==> src/hdl/pipct_pkg.sv <==
`timescale 1ns / 1ps
`default_nettype none
package pipct_pkg;

  localparam logic OP_STORE = 1'b0;
  localparam logic OP_QUERY = 1'b1;

  localparam logic [1:0] ST_EVEN    = 2'd0;
  localparam logic [1:0] ST_ODD     = 2'd1;
  localparam logic [1:0] ST_OUTSIDE = 2'd2;
  localparam logic [1:0] ST_NO_TP   = 2'd3;

  localparam int unsigned CFG_IDX_W = 3;
  localparam logic [CFG_IDX_W-1:0] REG_VCOUNT = 3'd0;
  localparam logic [CFG_IDX_W-1:0] REG_A_X    = 3'd1;
  localparam logic [CFG_IDX_W-1:0] REG_A_Y    = 3'd2;
  localparam logic [CFG_IDX_W-1:0] REG_B_X    = 3'd3;
  localparam logic [CFG_IDX_W-1:0] REG_B_Y    = 3'd4;

  localparam int unsigned VCOUNT_W = 7;

  // sign of a*b - c*d, valid in the cycle done is high
  typedef struct packed {
    logic done;
    logic neg;
    logic zero;
  } xp_res_t;

endpackage
`default_nettype wire

==> src/hdl/pipct_xprod.sv <==
`timescale 1ns / 1ps
`default_nettype none
module pipct_xprod #(
  parameter int unsigned W = 33
) (
  input  wire logic                clk_i,
  input  wire logic                rst_ni,
  input  wire logic                go_i,
  input  wire logic signed [W-1:0] a_i,
  input  wire logic signed [W-1:0] b_i,
  input  wire logic signed [W-1:0] c_i,
  input  wire logic signed [W-1:0] d_i,
  output pipct_pkg::xp_res_t       res_o
);

  localparam int unsigned ND = (W + 3) / 4;
  localparam int unsigned WP = ND * 4;
  localparam int unsigned AW = 2 * W + 4;
  localparam int unsigned CW = (ND > 1) ? $clog2(ND) : 1;

  logic signed [W-1:0]  a_q, c_q;
  logic signed [WP-1:0] b_q, d_q;
  logic signed [AW-1:0] acc_q, acc_d;
  logic [CW-1:0]        cnt_q;
  logic                 run_q, first_q, done_q;
  logic signed [4:0]    dig_b, dig_d;
  logic signed [W+4:0]  pa, pc;

  // radix-16 horner, most significant digit first (that one signed)
  always_comb begin
    dig_b = $signed({first_q ? b_q[WP-1] : 1'b0, b_q[WP-1 -: 4]});
    dig_d = $signed({first_q ? d_q[WP-1] : 1'b0, d_q[WP-1 -: 4]});
    pa    = (W+5)'(a_q) * (W+5)'(dig_b);
    pc    = (W+5)'(c_q) * (W+5)'(dig_d);
    acc_d = (acc_q <<< 4) + AW'(pa) - AW'(pc);
  end

  always_ff @(posedge clk_i or negedge rst_ni) begin
    if (!rst_ni) begin
      run_q   <= 1'b0;
      first_q <= 1'b0;
      done_q  <= 1'b0;
      cnt_q   <= '0;
    end else begin
      done_q <= 1'b0;
      if (go_i) begin
        run_q   <= 1'b1;
        first_q <= 1'b1;
        cnt_q   <= CW'(ND - 1);
      end else if (run_q) begin
        first_q <= 1'b0;
        cnt_q   <= cnt_q - 1'b1;
        if (cnt_q == '0) begin
          run_q  <= 1'b0;
          done_q <= 1'b1;
        end
      end
    end
  end

  always_ff @(posedge clk_i) begin
    if (go_i) begin
      a_q   <= a_i;
      c_q   <= c_i;
      b_q   <= WP'(b_i);
      d_q   <= WP'(d_i);
      acc_q <= '0;
    end else if (run_q) begin
      acc_q <= acc_d;
      b_q   <= b_q <<< 4;
      d_q   <= d_q <<< 4;
    end
  end

  assign res_o.done = done_q;
  assign res_o.neg  = acc_q[AW-1];
  assign res_o.zero = (acc_q == '0);

endmodule
`default_nettype wire

==> config.mk <==
export PLATFORM = sky130hd
export DESIGN_NAME = pipct_xprod
export DESIGN_NICKNAME = d
export VERILOG_FILES = /design/src/hdl/pipct_pkg.sv /design/src/hdl/pipct_xprod.sv
export SDC_FILE = /design/constraint.sdc
export NUM_CORES = 1
export LEC_CHECK = 0
export BUFFER_PORTS_ARGS = -buffer_cell sky130_fd_sc_hd__buf_2
export CAP_MARGIN = 40
export CORE_UTILIZATION = 58
export CTS_CLUSTER_SIZE = 30
export DETAILED_ROUTE_END_ITERATION = 16
export PLACE_DENSITY = 0.81
export SLEW_MARGIN = 5
export SYNTH_ARGS = -nofsm -noshare
export SYNTH_HDL_FRONTEND = slang
export SYNTH_SLANG_ARGS = --single-unit
==> constraint.sdc <==
create_clock -name clk_i -period 6.6 [get_ports clk_i]
set_input_delay 0.99 -clock clk_i [delete_from_list [all_inputs] [get_ports clk_i]]
set_output_delay 0.99 -clock clk_i [all_outputs]
set_load 0.01 [all_outputs]
* Word level (Yosys, flattened, before mapping)
Index checks and enable logic that the tools add are counted.
Widths: inputs -> output; s select.
** Word-level totals
- Bits in registers :: 215
- Output and inout port bits :: 3
** Operators by class
- Add/sub/neg operators :: 3
- $mul :: 2
- Multiplexer cells :: 16
- Reductions and logical operators :: 3
** Operator list (count)
- $mux 36 :: 4
- $mul 33x5->38 :: 2
- $add 70x38->70 :: 1
- $logic_not 70->1 :: 1
- $sub 70x38->70 :: 1
- $mux 1 :: 10
- $mux 4 :: 2
- $logic_not 4->1 :: 1
- $sub 4x1->4 const B :: 1
- $reduce_bool 2->1 :: 1

* Depth between registers and ports, before layout
- Word-level depth :: 4
- Depth in mapped cells :: 23

* Least setup slack after synthesis
Ideal clock, no wire load.
- Path type :: flip-flop to flip-flop
- Start :: register d_q[32]
- End :: register acc_q[64]
- Library setup time :: 0.095 ns
- Arrival :: 7.036 ns
- Data required time :: 6.505 ns
- Setup slack :: -0.531 ns
- Cell stages (with the launch flop) :: 23
- Path buffers :: 2
- Period minus slack after synthesis :: 7.131 ns
- Cell sequence :: edfxtp_1 > clkbuf_1 > nand2_1 > fa_1 > ha_1 > inv_1 > fa_1 > inv_1 > fa_1 > inv_1 > fa_1 > inv_1 > ha_1 > clkbuf_1 > nand4_1 > nor2_1 > nand3_1 > a2111oi_2 > o311ai_1 > a21oi_2 > a31oi_1 > or4_1 > o311ai_1
** Between the ends
- Word-level cells in the longest chain between the ends :: 2
** RTL lines
- from (decl) :: line pipct_xprod.sv:22 : logic signed [WP-1:0] b_q, d_q;
- from (signal assigned) :: line pipct_xprod.sv:66 : d_q <= WP'(d_i);
- from (signal assigned) :: line pipct_xprod.sv:71 : d_q <= d_q <<< 4;
- $mul 33x5->38 :: line pipct_xprod.sv:34 : pc = (W+5)'(c_q) * (W+5)'(dig_d);
- $sub 70x38->70 :: line pipct_xprod.sv:35 : acc_d = (acc_q <<< 4) + AW'(pa) - AW'(pc);
- to (signal assigned) :: line pipct_xprod.sv:67 : acc_q <= '0;
- to (signal assigned) :: line pipct_xprod.sv:69 : acc_q <= acc_d;
- to (decl) :: line pipct_xprod.sv:23 : logic signed [AW-1:0] acc_q, acc_d;
Every way passes these cells.
A chain may end at the register's enable or synchronous reset.

* Worst setup path in the final report
- Start :: register d_q[35]
- End :: register acc_q[64]
** Between the ends
- Word-level cells in the longest chain between the ends :: 3
** RTL lines
- $mux 1 :: line pipct_xprod.sv:32 : dig_d = $signed({first_q ? d_q[WP-1] : 1'b0, d_q[WP-1 -: 4]});
- $mul 33x5->38 * :: line pipct_xprod.sv:34
- $sub 70x38->70 * :: line pipct_xprod.sv:35
Every way passes the cells marked *; elsewhere a longest branch is shown, timed or not.

==> impl_results.md <==
* CP Launch Point: d_q[35]
* Antenna cells at 0
* Root Buffer: clkbuf_16
* Grt ovf at 0
* Register area at 5720 um2
* Top cell family by delay on the critical path: adder cells
* Share of cells above drive strength 1 at 0.127
* Fillers at between 3k and 4k
* Routed WL at 62.0 mm
* Endpoint type of the worst setup path: register
* Reg clk slew, reported paths at 0.06 ns
* Post-synth cell types at 65
* Total Routing Usage GR at 0.289
* Dpl cells at 3289
* Placement Cell Area at 27400 um2
* DP HPWL at 50.0 mm
* Worst EP arrival at 6.81 ns
* Max-slew violations at 0
* Share of the synthesized area in the top cell type at 0.340
* # DRC at 0
* Asr flop ratio synth at 0.0326
* Design Area, Final at 28500 um2
* R2R cell count at 24
* Pre-CTS setup slack at 0.131 ns
* Vias per cell at between 5 and 6
* Fin nets at 3499
* Die Height at 213 um
* Worst setup endpoint: acc_q[64]
* Via count at 18.6k
* GP Congestion at 0.966
* Critical-path top delay cell: fa_2
* Final setup fails at 0
* Core ar. at 43500 um2
* Synth area leaders: fa_1 34%, edfxtp_1 16%, ha_1 8.9%
* Startpoint of the worst-slack reg-to-reg timing path: d_q[35]
* Most Frequent Cell on Critical Path: inv_1
* # H-tree levels at 1
* Post-Syn Area per Cell at roughly 10 um2
* Post-Layout Cell Count at 3350
* Relative slew slack at 0.392
* Synthesis-stage register bit count at between 200 and 250
* Worst EP required at around 7.1 ns
* Multi-input logic area at 17700 um2
* Port-buffer cells at 137
* Sum of buffers and inverters on the critical path at 7
* Setup slack after layout at 0.273 ns
* Clock skew at about 0.016 ns
* Largest net degree at the start of global routing at 73
* Clk_lat worst skew at 0.59 ns
* Syn Inst Count at 2594
* TritonRoute pass-1 iters at 5
* YS warnings at 0
* Worst Max-Slew Pin Slew at approximately 0.91 ns
* IO Count at around 140
* Iter 0 DRT Violations at approximately 1.4k
* TritonCTS buffer count at 27
* Hold WS at 0.229 ns
* Syn Nets at 3349
* Register area share after synthesis at 0.222
* Final hold vios at 0
* Max cap viols at 0
* CP Max Fanout at 17
* Worst Hold Class: in2async
* Num rows at 76
* Initial Util at 0.592
* Deepest clock path buffer count at 3
* Initial antenna violation count at 0
* Status: finished clean
* P&R area growth vs syn at 10.9%
* Post-DRT Antenna Nets at 0
* First-pass GRT wire length at 103 mm
* Final period utilization at 0.959
* WS Path Type: reg2reg
* Reg2reg setup slack at 0.27 ns
* Crit path largest cell delay at 0.63 ns
* Cell accounting for the most synthesized area: fa_1
* Die ar. at 45200 um2
* Worst flop-to-flop path endpoint: acc_q[64]
* Critical path depth in cells at 24
* CTS sink cnt at between 200 and 250
* Vias in the first global route at 20.0k
* Post-Syn Area at 25700 um2
* Die X at about 210 um
* Fmax at 158 MHz
* Post-synth EDFFs at roughly 140
* Hold Buf Count CTS at 0
* Routed wire per std cell at 18.5 um
* Startpoint type of the worst setup path: register
* CP Cell Sequence: nand2_4 > buf_12 > nand2_1 > ha_1 > inv_1 > fa_2 > fa_2 > clkinvlp_4 > buf_4 > fa_1 > inv_1 > fa_1 > inv_1 > ha_2 > nand4_1 > nor2_2 > buf_4 > nand2_1 > o221ai_1 > o311ai_2 > a21oi_2 > a31oi_1 > or4_1 > o311ai_1
* TritonCTS clock tree: done
* Minimum clock period at 6.33 ns
* Synth Flop Type: edfxtp_1
==> registers in the layout, indices dropped and copies added, names as in the netlist <==
name,flops
a_q,33
acc_q,70
b_q,36
c_q,33
cnt_q,4
d_q,36
done_q,1
first_q,1
run_q,1
==> cells in the mapped netlist, types with 3 or more instances <==
| cell | number |
|---|---|
| inv_1 | 569 |
| fa_1 | 437 |
| nand2_1 | 237 |
| ha_1 | 183 |
| nor2_1 | 148 |
| and2_1 | 146 |
| edfxtp_1 | 138 |
| a21oi_1 | 92 |
| clkbuf_1 | 76 |
| dfxtp_1 | 70 |
| mux2_2 | 56 |
| o21ai_0 | 53 |
| xnor2_1 | 38 |
| o21ai_1 | 32 |
| xor2_1 | 32 |
| nand4_1 | 30 |
| mux2i_1 | 29 |
| nand3_1 | 23 |
| nor4_1 | 23 |
| a21o_1 | 19 |
| o21bai_1 | 18 |
| and3_1 | 13 |
| nor3_1 | 12 |
| o21a_1 | 8 |
| a31oi_1 | 7 |
| dfrtp_1 | 7 |
| a211oi_1 | 6 |
| a221oi_1 | 6 |
| nor2b_1 | 6 |
| o211ai_1 | 6 |
| or4_1 | 6 |
| o31ai_1 | 5 |
| or3_1 | 5 |
| buf_1 | 4 |
| buf_2 | 4 |
| a21boi_1 | 3 |
| a22oi_1 | 3 |
| o311ai_1 | 3 |
| or2_2 | 3 |
==> layer usage <==
layer / routed length (um) / GRT usage
met2: 30000 / 0.484
met1: 26100 / 0.392
met3: 3650 / 0.0355
met4: 2190 / 0.0943
met5: 0 / 0
==> final cells by class <==
| type | instances | area share |
|---|---|---|
| clock buffer | 36 | 0.0252 |
| clock inverter | 14 | 0.00531 |
| inverter | 569 | 0.0751 |
| multi-input combinational | 1724 | 0.619 |
| sequential | 215 | 0.201 |
| tap | 585 | 0.0257 |
| timing repair buffer | 207 | 0.0487 |
==> cells by family (layout without fill, tap and decap cells) <==
family,Yosys count,after routing,share of synthesized area
compound gates,293,293,0.0721
xor+xnor,70,70,0.0238
fa+ha+maj,620,620,0.429
buf+inv,655,826,0.0960
flops,215,215,0.222
mux,85,85,0.0358
simple gates,656,656,0.121
==> layout by cell type, fill, tap and decap left out, drive strengths merged, types with 30 or more instances in the layout <==
cell type / n
xor2: 32
buf: 206
edfxtp: 138
inv: 570
dfxtp: 70
o21ai: 86
ha: 183
nand2: 237
xnor2: 38
fa: 437
and2: 146
clkbuf: 37
nand4: 30
mux2: 56
a21oi: 94
nor2: 148
==> worst reg2reg max path, delay by kind of cell (launching register included) <==
family | cells | cell delay, ns
AO/OA/AOI/OAI | 5 | 1.01
adder cells (fa/ha/maj) | 6 | 2.74
buffers and inverters | 7 | 0.92
flip-flops | 1 | 0.44
AND/OR/NAND/NOR | 6 | 1.12
==> stage by stage <==
step	util	setup TNS [ns]
floorplan	-	0
CTS	0.651	0
detailed placement	0.631	0
finish	0.656	0
global route	0.656	-0.00675
global placement	0.631	0
==> how the worst min path moves through the flow <==
stage / start / end / cells past startpoint
floorplan: acc_q[66] / acc_q[66] / 2
global placement: acc_q[66] / acc_q[66] / 2
detailed placement: acc_q[66] / acc_q[66] / 2
CTS: rst_ni / first_q / 1
global route: rst_ni / first_q / 1
finish: rst_ni / run_q / 1
==> repair_timing <==
item                                    4_1_cts  5_1_grt
endpoints found under the setup margin        0       13
gates resized for setup                       0       28
buffers inserted                              0       10
Power is left out: the tool's default activity adds up to more than one toggle a clock period on the data nets, which glitch-free logic cannot reach.
